[config.mk]
export PLATFORM = sky130hd
export DESIGN_NAME = bounded_deque_with_key_search
export DESIGN_NICKNAME = d
export VERILOG_FILES = /design/src/rtl/core/bdq_pkg.sv /design/src/rtl/core/bdq_rec_ram.sv /design/src/rtl/core/bounded_deque_with_key_search.sv
export VERILOG_INCLUDE_DIRS = /design/src /design/src/rtl/core
export SDC_FILE = /design/constraint.sdc
export NUM_CORES = 1
export LEC_CHECK = 0
export BUFFER_PORTS_ARGS = -buffer_cell sky130_fd_sc_hd__buf_2
export CORE_UTILIZATION = 60
export DETAILED_ROUTE_END_ITERATION = 10
export HOLD_SLACK_MARGIN = 0.03
export PLACE_DENSITY = 0.78
export SLEW_MARGIN = 20
export SYNTH_ARGS = -nofsm -noshare
export SYNTH_HDL_FRONTEND = slang
export SYNTH_SLANG_ARGS = --single-unit
[constraint.sdc]
create_clock -name i_clk -period 12.35 [get_ports i_clk]
set_input_delay 1.8525 -clock i_clk [delete_from_list [all_inputs] [get_ports i_clk]]
set_output_delay 1.8525 -clock i_clk [all_outputs]
set_load 0.01 [all_outputs]
[src/rtl/core/bounded_deque_with_key_search_assert.svh]
// Assertion macros for the bounded deque with key search.
// Taken in by `include in the files that assert; no other dependencies.
`ifndef BOUNDED_DEQUE_WITH_KEY_SEARCH_ASSERT_SVH
`define BOUNDED_DEQUE_WITH_KEY_SEARCH_ASSERT_SVH

// Same-cycle implication, disabled while reset is held.
`define BDQ_ASSERT_NOW(label, clk, rst_n, ante, cons) \
    label: assert property (@(posedge clk) disable iff (!(rst_n)) (ante) |-> (cons)) \
        else $error("bdq assertion failed");

// Next-cycle implication, disabled while reset is held.
`define BDQ_ASSERT_NEXT(label, clk, rst_n, ante, cons) \
    label: assert property (@(posedge clk) disable iff (!(rst_n)) (ante) |=> (cons)) \
        else $error("bdq assertion failed");

`endif

[src/rtl/core/bdq_pkg.sv]
// Shared types and codes for the bounded deque with key search.
// No dependencies; imported by bdq_rec_ram and bounded_deque_with_key_search.
package bdq_pkg;

    localparam int KEY_BITS    = 32;
    localparam int KIND_BITS   = 3;
    localparam int STATUS_BITS = 2;

    typedef logic [KIND_BITS-1:0]   t_kind;
    typedef logic [STATUS_BITS-1:0] t_status;

    // operation codes carried in tuser
    localparam t_kind KIND_PUSH_FRONT = 3'd0;
    localparam t_kind KIND_PUSH_BACK  = 3'd1;
    localparam t_kind KIND_POP_FRONT  = 3'd2;
    localparam t_kind KIND_POP_BACK   = 3'd3;
    localparam t_kind KIND_FIND       = 3'd4;

    // result status codes
    localparam t_status STATUS_OK        = 2'd0;
    localparam t_status STATUS_FULL      = 2'd1;
    localparam t_status STATUS_EMPTY     = 2'd2;
    localparam t_status STATUS_NOT_FOUND = 2'd3;

endpackage

[src/rtl/core/bdq_rec_ram.sv]
// Record store: one write port, one registered read port returning the key.
// Depends on bdq_pkg for the key width.
module bdq_rec_ram
    import bdq_pkg::*;
#(
    parameter int DEPTH        = 16,
    parameter int PAYLOAD_BITS = 64,
    localparam int AW          = (DEPTH > 1) ? $clog2(DEPTH) : 1,
    localparam int RW          = KEY_BITS + PAYLOAD_BITS
) (
    input  logic                i_clk,
    input  logic                i_wr_en,
    input  logic [AW-1:0]       i_wr_addr,
    input  logic [RW-1:0]       i_wr_data,   // {payload, key}
    input  logic                i_rd_en,
    input  logic [AW-1:0]       i_rd_addr,
    output logic [KEY_BITS-1:0] o_rd_key
);

    logic [RW-1:0] r_mem [DEPTH];

    always_ff @(posedge i_clk) begin
        if (i_wr_en) begin
            r_mem[i_wr_addr] <= i_wr_data;
        end
    end

    // only the key is ever looked at; payload is kept as record state
    always_ff @(posedge i_clk) begin
        if (i_rd_en) begin
            o_rd_key <= r_mem[i_rd_addr][KEY_BITS-1:0];
        end
    end

endmodule

[src/rtl/core/bounded_deque_with_key_search.sv]
// Bounded deque of {key, payload} records with front-to-back key search.
// Depends on bdq_pkg, bdq_rec_ram and bounded_deque_with_key_search_assert.svh.
//
// Usage
//  - Slave channel (i_s_*): one command per transfer. tuser carries the kind
//    (push front, push back, pop front, pop back, find); tdata carries key
//    and payload.
//  - Master channel (o_m_*): exactly one result per command: status, the
//    record count after the command, and the 1-based position of a found key.
//  - Push and pop results appear in the cycle after the command transfer.
//  - A find reads the key memory one record per cycle from the front and
//    stops at the first match or after the last record. An empty deque
//    answers a find without a search, with status not found.
//  - The single read port of the record memory sets the search rate; other
//    commands are not taken while a search runs.
//  - Results sit in an output register. A new command is taken while the
//    register is empty or being drained in that same cycle, so a stalled
//    receiver holds off the slave side once one result is waiting.
//  - Reset (i_rst_n low, synchronous) empties the deque and drops any
//    pending result. Memory contents are not cleared: only slots that hold
//    records are ever read.
module bounded_deque_with_key_search
    import bdq_pkg::*;
#(
    parameter int DEPTH        = 16,
    parameter int PAYLOAD_BITS = 64,
    localparam int AW          = (DEPTH > 1) ? $clog2(DEPTH) : 1,
    localparam int CW          = $clog2(DEPTH + 1),
    localparam int IW          = ((KEY_BITS + PAYLOAD_BITS + 7) / 8) * 8,
    localparam int OW          = ((STATUS_BITS + 2 * CW + 7) / 8) * 8
) (
    input  logic                 i_clk,
    input  logic                 i_rst_n,
    // command channel
    input  logic                 i_s_tvalid,
    output logic                 o_s_tready,
    input  logic [IW-1:0]        i_s_tdata,   // key, payload (from bit 0 up)
    input  logic [KIND_BITS-1:0] i_s_tuser,   // kind
    // result channel
    output logic                 o_m_tvalid,
    input  logic                 i_m_tready,
    output logic [OW-1:0]        o_m_tdata    // status, count, position (from bit 0 up)
);

    `include "bounded_deque_with_key_search_assert.svh"

    // one-hot controller states
    typedef enum logic [1:0] {
        ST_IDLE   = 2'b01,
        ST_SEARCH = 2'b10
    } t_state;

    t_state r_state, n_state;

    // deque bookkeeping
    logic [AW-1:0] r_front, n_front;
    logic [CW-1:0] r_count, n_count;

    // search walk: slot of next read and position of the key now on rd_key
    logic [AW-1:0]       r_slot, n_slot;
    logic [CW-1:0]       r_pos, n_pos;
    logic [KEY_BITS-1:0] r_find_key, n_find_key;

    // output register
    logic          r_m_valid, n_m_valid;
    t_status       r_status, n_status;
    logic [CW-1:0] r_out_count, n_out_count;
    logic [CW-1:0] r_out_pos, n_out_pos;

    // memory ports
    logic                         wr_en;
    logic [AW-1:0]                wr_addr;
    logic [KEY_BITS+PAYLOAD_BITS-1:0] wr_data;
    logic                         rd_en;
    logic [AW-1:0]                rd_addr;
    logic [KEY_BITS-1:0]          rd_key;

    // command fields
    t_kind                   in_kind;
    logic [KEY_BITS-1:0]     in_key;
    logic [PAYLOAD_BITS-1:0] in_payload;
    logic                    s_xfer;
    logic                    is_full;
    logic                    is_empty;
    logic [CW:0]             back_sum;
    logic [AW-1:0]           back_slot;
    logic [AW-1:0]           front_dec;
    logic [AW-1:0]           front_inc;
    logic [AW-1:0]           slot_inc;

    function automatic logic [AW-1:0] ring_inc(input logic [AW-1:0] x);
        ring_inc = (x == AW'(DEPTH - 1)) ? '0 : x + 1'b1;
    endfunction

    function automatic logic [AW-1:0] ring_dec(input logic [AW-1:0] x);
        ring_dec = (x == '0) ? AW'(DEPTH - 1) : x - 1'b1;
    endfunction

    assign in_kind    = i_s_tuser;
    assign in_key     = i_s_tdata[KEY_BITS-1:0];
    assign in_payload = i_s_tdata[KEY_BITS +: PAYLOAD_BITS];

    // take a command only when idle and the output register is free this cycle
    assign o_s_tready = (r_state == ST_IDLE) && (!r_m_valid || i_m_tready);
    assign s_xfer     = i_s_tvalid && o_s_tready;

    assign is_full  = (r_count == CW'(DEPTH));
    assign is_empty = (r_count == '0);

    // back slot = (front + count) mod DEPTH; both below DEPTH when not full
    assign back_sum  = (CW+1)'(r_front) + (CW+1)'(r_count);
    assign back_slot = (back_sum >= (CW+1)'(DEPTH)) ? AW'(back_sum - (CW+1)'(DEPTH))
                                                    : AW'(back_sum);
    assign front_dec = ring_dec(r_front);
    assign front_inc = ring_inc(r_front);
    assign slot_inc  = ring_inc(r_slot);

    always_comb begin
        n_state     = r_state;
        n_front     = r_front;
        n_count     = r_count;
        n_slot      = r_slot;
        n_pos       = r_pos;
        n_find_key  = r_find_key;
        n_m_valid   = r_m_valid;
        n_status    = r_status;
        n_out_count = r_out_count;
        n_out_pos   = r_out_pos;
        wr_en       = 1'b0;
        wr_addr     = front_dec;
        wr_data     = {in_payload, in_key};
        rd_en       = 1'b0;
        rd_addr     = r_slot;

        if (r_m_valid && i_m_tready) begin
            n_m_valid = 1'b0;
        end

        case (r_state)
            ST_IDLE: begin
                if (s_xfer) begin
                    n_m_valid   = 1'b1;
                    n_status    = STATUS_OK;
                    n_out_count = r_count;
                    n_out_pos   = '0;
                    case (in_kind)
                        KIND_PUSH_FRONT: begin
                            if (is_full) begin
                                n_status = STATUS_FULL;
                            end else begin
                                wr_en       = 1'b1;
                                wr_addr     = front_dec;
                                n_front     = front_dec;
                                n_count     = r_count + 1'b1;
                                n_out_count = r_count + 1'b1;
                            end
                        end
                        KIND_PUSH_BACK: begin
                            if (is_full) begin
                                n_status = STATUS_FULL;
                            end else begin
                                wr_en       = 1'b1;
                                wr_addr     = back_slot;
                                n_count     = r_count + 1'b1;
                                n_out_count = r_count + 1'b1;
                            end
                        end
                        KIND_POP_FRONT: begin
                            if (is_empty) begin
                                n_status = STATUS_EMPTY;
                            end else begin
                                n_front     = front_inc;
                                n_count     = r_count - 1'b1;
                                n_out_count = r_count - 1'b1;
                            end
                        end
                        KIND_POP_BACK: begin
                            if (is_empty) begin
                                n_status = STATUS_EMPTY;
                            end else begin
                                n_count     = r_count - 1'b1;
                                n_out_count = r_count - 1'b1;
                            end
                        end
                        KIND_FIND: begin
                            if (is_empty) begin
                                n_status = STATUS_NOT_FOUND;
                            end else begin
                                // result comes from the walk; hold the register
                                n_m_valid  = 1'b0;
                                rd_en      = 1'b1;
                                rd_addr    = r_front;
                                n_slot     = front_inc;
                                n_pos      = CW'(1);
                                n_find_key = in_key;
                                n_state    = ST_SEARCH;
                            end
                        end
                        default: begin
                            // unused codes: no change, plain success
                        end
                    endcase
                end
            end
            ST_SEARCH: begin
                // rd_key holds the key at r_pos (1-based) from the front
                if (rd_key == r_find_key) begin
                    n_m_valid   = 1'b1;
                    n_status    = STATUS_OK;
                    n_out_count = r_count;
                    n_out_pos   = r_pos;
                    n_state     = ST_IDLE;
                end else if (r_pos == r_count) begin
                    n_m_valid   = 1'b1;
                    n_status    = STATUS_NOT_FOUND;
                    n_out_count = r_count;
                    n_out_pos   = '0;
                    n_state     = ST_IDLE;
                end else begin
                    rd_en   = 1'b1;
                    rd_addr = r_slot;
                    n_slot  = slot_inc;
                    n_pos   = r_pos + 1'b1;
                end
            end
            default: begin
                n_state = ST_IDLE;
            end
        endcase
    end

    always_ff @(posedge i_clk) begin
        if (!i_rst_n) begin
            r_state   <= ST_IDLE;
            r_front   <= '0;
            r_count   <= '0;
            r_m_valid <= 1'b0;
        end else begin
            r_state   <= n_state;
            r_front   <= n_front;
            r_count   <= n_count;
            r_m_valid <= n_m_valid;
        end
    end

    // datapath registers, no reset needed
    always_ff @(posedge i_clk) begin
        r_slot      <= n_slot;
        r_pos       <= n_pos;
        r_find_key  <= n_find_key;
        r_status    <= n_status;
        r_out_count <= n_out_count;
        r_out_pos   <= n_out_pos;
    end

    bdq_rec_ram #(
        .DEPTH        (DEPTH),
        .PAYLOAD_BITS (PAYLOAD_BITS)
    ) u_ram (
        .i_clk     (i_clk),
        .i_wr_en   (wr_en),
        .i_wr_addr (wr_addr),
        .i_wr_data (wr_data),
        .i_rd_en   (rd_en),
        .i_rd_addr (rd_addr),
        .o_rd_key  (rd_key)
    );

    assign o_m_tvalid = r_m_valid;
    assign o_m_tdata  = OW'({r_out_pos, r_out_count, r_status});

    // assertions
    `BDQ_ASSERT_NOW(a_count_bound, i_clk, i_rst_n, 1'b1, r_count <= CW'(DEPTH))
    `BDQ_ASSERT_NOW(a_no_result_mid_search, i_clk, i_rst_n,
        r_state == ST_SEARCH, !r_m_valid)
    `BDQ_ASSERT_NOW(a_search_pos_range, i_clk, i_rst_n,
        r_state == ST_SEARCH, (r_pos != '0) && (r_pos <= r_count))
    `BDQ_ASSERT_NEXT(a_push_grows, i_clk, i_rst_n,
        s_xfer && !is_full && (in_kind == KIND_PUSH_FRONT || in_kind == KIND_PUSH_BACK),
        r_count == $past(r_count) + 1'b1)
    `BDQ_ASSERT_NEXT(a_search_count_held, i_clk, i_rst_n,
        r_state == ST_SEARCH, r_count == $past(r_count))

endmodule
==> results.env <==
WORST-ENDPOINT-ARRIVAL_NS=6.32
CRITICAL_PATH_CELL_COUNT=9
CLOCK-ROOT-BUFFER='sky130_fd_sc_hd__clkbuf_16'
POST_SYNTH_INST_COUNT=1376
YOSYS_MOST_USED_DFF='sky130_fd_sc_hd__edfxtp_1'
WIRE_PER_INST_UM=25.8
YOSYSWARNINGCOUNT=0
PERIOD_MINUS_SLACK_NS=5.96
GR-USAGE-MET1=0.335
PLACE_CONGESTION=0.866
ROUTE.VIAS.TOTAL=12600
SYNTH_SEQ_CELLS=609
MIN-DELAY-PATH-CLASS='reg2reg'
DETAIL-ROUTE-ANTENNA-NETS=0
WORSTMARGINPINSLEW_NS=1.15
CRITPATHSLOWESTCELL='sky130_fd_sc_hd__buf_4'
P_LEAK_nW=9.22
FIRST_GLOBAL_VIAS=12500
CRITICALPATHCATEGORY='in2reg'
NUMBER_OF_RESIZED_INSTANCES_IN_THE_POST_CTS_REPAIR_STEP=0
ROUTED_WL_UM=52000
SYNTH_XOR_XNOR_AREA_SHARE=0.0183
PATH_MAX_FANOUT=150
TOP_USAGE_LAYER='met2'
SHARE_OF_FLIP_FLOPS_WITH_AN_ASYNCHRONOUS_SET_OR_RESET_AFTER_SYNTHESIS=0
SYNTHADDERAREAFRAC=0.00657
FINAL_CELL_AREA_MM2=0.0267
CTS_TREE='done'
DRT_DRC_VIOLATIONS_LEFT=0
POST_CTS_BUFFERS=0
GLOBALROUTE.TOTALOVERFLOW=0
FIN_NETS=1564
DESIGN.PORTCOUNT=121
SYNTH-COMPOUND-AREA-SHARE=0.0487
MIN-DELAY-START='r_state[0]$_SDFFE_PN1P_'
CLOCK_TREE.BUFFER_DEPTH=3
CTS_HOLD_REPAIR.BUFFERS=0
SYNTHMUXAREASHARE=0.116
CP-START-KIND='input pin'
PLACED_AREA_MM2=0.0249
GRT_FIRST_PASS_WIRELENGTH_UM=76500
SYNTH-SEQ-AREA-SHARE=0.757
TIMING_MAX_TRANSITION_VIOLATIONS_FINAL=0
SYNTH.AVG_CELL_AREA_UM2=17.4
CRITICAL-PATH-MAX-STAGE-DELAY_NS=0.94
ROW_COUNT=72
TOTAL_POWER_W=0.00406
DRT_ITER0_MARKERS=1127
REQUIRED_NS=12.71
CELL_AREA_SYNTH_MM2=0.0240
TRITONCTS_BUFFER_COUNT=57
DESIGN.DIE.AREA_MM2=0.0408
CTS_HTREE_LEVELS=2
DP_HPWL_UM=25300
YOSYS-TOP-CELLS-AREA='sky130_fd_sc_hd__edfxtp_1 75%, sky130_fd_sc_hd__mux2i_1 11%, sky130_fd_sc_hd__o22ai_1 3.4%, sky130_fd_sc_hd__xnor2_1 1.6%, sky130_fd_sc_hd__dfxtp_1 1.0%'
TIMING.CRITICAL_PATH.MAX_DELAY_FAMILY='buffers and inverters'
NUMBER_OF_SINKS_ON_THE_CLOCK_NET=609
WORSTREGTOREGCELLS=10
DIE-HEIGHT_UM=202
FP.DIEW_UM=202
INITIAL_ANTENNA_VIOLATION_COUNT=4
POWER_DENSITY_mW_PER_MM2=152
CP.BUFFERS_INVERTERS=3
TIMING.RR.START='r_count[1]$_SDFFE_PN0P_'
DRV.MAX_CAP_VIOLATION_COUNT=0
INITIAL_CORE_UTIL=0.615
CLKTRANSATPATHREGS_NS=0.06
DOMINANT_COMBINATIONAL_CELL_FAMILY_BY_AREA_AFTER_SYNTHESIS='multiplexers'
CLK_LATENCY_NS=0.62
GRTUSAGEMET3=0.0447
CLOCK-SKEW-FINAL_NS=0.0258
SETUP_VIOL_COUNT_FINAL=0
CLOCK.FMAX_GHz=0.168
DETAIL_ROUTE.VIAS_PER_CELL=6.26
AREA_OF_THE_PLACEABLE_CORE_MM2=0.0390
ENDPOINT_KIND='flop'
SYNTH_TOP_CELL_BY_AREA='sky130_fd_sc_hd__edfxtp_1'
STATUS='completed'
DRIVE_GT1_FRAC=0.124
GROUTE.USAGE.OVERALL=0.257
FINALSETUPTNS_NS=0
NUMPLACEDINSTANCES=1908
WORST_SETUP_PATH_STARTPOINT='i_s_tuser[1]'
IR_DROP_uV=126
DR.PASS1.ITERS=5
POST-ROUTE-PERIOD-UTIL=0.483
FINISH.CELL_COUNT_WITHOUT_FILLERS=2013
LARGEST_NET_DEGREE_AT_THE_START_OF_GLOBAL_ROUTING=151
YOSYS.CELL_TYPES.COUNT=56
SYNTH.TOP_CELL.AREA_SHARE=0.747
RSZ0062_AT_GRT='no'
HOLD_SLACK_NS=0.561
SYNTH-EDFF-COUNT=597
SYNTH-SIMPLE-AREA-SHARE=0.0369
M2_GR_USAGE=0.431
WORSTHOLDPATHCELLS=2
WORST_PATH_CELL_CHAIN='buf_2, nor3b_2, nand4_1, mux2i_4, buf_12, buf_4, mux2i_1, o22ai_1, or4_1'
BUFFER_PORTS.INSERTED=52
TIMING.MAX_SLEW.REL_SLACK=0.233
AREA_GROWTH_PCT=11.1
TIMING.FINAL.HOLD_VIOLATIONS=0
[final timing paths]
| check | to | slack [ns] |
|---|---|---|
| setup / recovery | u_ram.o_rd_key[21]$_DFFE_PP_ | 6.39 |
| hold / removal | r_state[0]$_SDFFE_PN1P_ | 0.56 |
| setup reg to reg | u_ram.o_rd_key[21]$_DFFE_PP_ | 6.92 |
| hold reg to reg | r_state[0]$_SDFFE_PN1P_ | 0.56 |
[state kept, by name (all words and copies together), names as in the netlist]
| name | flops |
|---|---|
| r_find_key | 32 |
| r_front | 4 |
| r_state | 2 |
| r_slot | 4 |
| r_status | 2 |
| u_ram.r_mem | 512 |
| u_ram.o_rd_key | 32 |
| r_count | 5 |
| r_out_pos | 5 |
| r_out_count | 5 |
| r_pos | 5 |
| o_m_tvalid | 1 |
[metrics by stage]
step | utilization | worst slack (ns)
3_5_place_dp | 0.639 | 5.87
2_1_floorplan | - | 6.00
6_report | 0.683 | 6.39
3_3_place_gp | 0.639 | 5.95
5_1_grt | 0.683 | 6.24
4_1_cts | 0.683 | 6.50
[cell usage after synthesis (2+ instances only)]
cell type / number
sky130_fd_sc_hd__nand4_1: 9
sky130_fd_sc_hd__o31ai_1: 2
sky130_fd_sc_hd__nand2b_1: 5
sky130_fd_sc_hd__clkbuf_1: 10
sky130_fd_sc_hd__buf_1: 4
sky130_fd_sc_hd__nor2_1: 36
sky130_fd_sc_hd__edfxtp_1: 597
sky130_fd_sc_hd__inv_1: 15
sky130_fd_sc_hd__ha_1: 11
sky130_fd_sc_hd__nor3_1: 6
sky130_fd_sc_hd__a21o_1: 2
sky130_fd_sc_hd__mux2i_1: 269
sky130_fd_sc_hd__nor4_1: 4
sky130_fd_sc_hd__a31oi_1: 3
sky130_fd_sc_hd__a22o_1: 2
sky130_fd_sc_hd__buf_4: 11
sky130_fd_sc_hd__a21oi_1: 16
sky130_fd_sc_hd__nand2_1: 34
sky130_fd_sc_hd__o22ai_1: 130
sky130_fd_sc_hd__nand3_1: 10
sky130_fd_sc_hd__o21a_1: 4
sky130_fd_sc_hd__or4_1: 32
sky130_fd_sc_hd__mux2_2: 6
sky130_fd_sc_hd__xnor2_1: 43
sky130_fd_sc_hd__and2_1: 10
sky130_fd_sc_hd__dfxtp_1: 12
sky130_fd_sc_hd__buf_2: 41
sky130_fd_sc_hd__and4_1: 2
sky130_fd_sc_hd__o21ai_0: 11
sky130_fd_sc_hd__nor2b_1: 6
sky130_fd_sc_hd__xor2_1: 7
sky130_fd_sc_hd__a21boi_0: 2
[area by class of cell]
| type | instances | area (µm²) |
|---|---|---|
| sequential | 609 | 18200 |
| fill | 2426 | 12400 |
| multi-input combinational | 688 | 5580 |
| clock buffer | 66 | 1460 |
| tap | 518 | 648 |
| timing repair buffer | 77 | 460 |
| clock inverter | 37 | 273 |
| inverter | 16 | 60.1 |
| antenna | 2 | 5.00 |
[cells in the final DEF, fill, tap and decap left out, drive strengths merged, types with 3 or more instances in the layout]
cell | Yosys | final
a21oi | 16 | 16
a31oi | 3 | 3
and2 | 10 | 10
buf | 56 | 77
bufinv | 0 | 3
clkbuf | 10 | 66
clkinv | 1 | 30
conb | 1 | 4
dfxtp | 12 | 12
edfxtp | 597 | 597
ha | 11 | 11
inv | 15 | 18
mux2 | 7 | 7
mux2i | 269 | 269
nand2 | 34 | 34
nand2b | 5 | 5
nand3 | 10 | 10
nand4 | 9 | 9
nor2 | 36 | 36
nor2b | 6 | 6
nor3 | 6 | 6
nor4 | 4 | 4
o21a | 4 | 4
o21ai | 11 | 11
o22ai | 130 | 130
or4 | 32 | 32
xnor2 | 43 | 43
xor2 | 7 | 7
[report_power, final]
| part | leakage [nW] | switching [W] | internal, W |
|---|---|---|---|
| clock | 0.846 | 0.000735 | 0.000908 |
| sequential | 5.48 | 0.00000730 | 0.00229 |
| combinational | 2.90 | 0.0000863 | 0.0000423 |
[cells by family after synthesis]
| logic type | after synthesis |
|---|---|
| buffers and inverters | 82 |
| and+or+nand+nor | 162 |
| DFF | 609 |
| adders and majority gates | 12 |
| xor gates and xnor gates | 50 |
| other | 1 |
| muxes | 276 |
| AOI/OAI and AO/OA | 184 |
[metal layers]
layer | vias to the layer above | wire (µm)
li1 | 5622 | -
met1 | 6352 | 20300
met2 | 526 | 26000
met3 | 106 | 4120
met4 | 4 | 1590
met5 | - | 27
[worst reg2reg max path, stage by stage, from the launching register on]
cell	delay [ns]
sky130_fd_sc_hd__dfxtp_1	0.40
sky130_fd_sc_hd__inv_1	0.18
sky130_fd_sc_hd__ha_1	0.25
sky130_fd_sc_hd__or4b_4	0.50
sky130_fd_sc_hd__nand4_1	0.55
sky130_fd_sc_hd__mux2i_4	0.39
sky130_fd_sc_hd__buf_12	0.74
sky130_fd_sc_hd__buf_4	1.13
sky130_fd_sc_hd__mux2i_1	0.34
sky130_fd_sc_hd__o22ai_1	0.13
sky130_fd_sc_hd__or4_1	0.56
(Power assumes the default switching activity.)
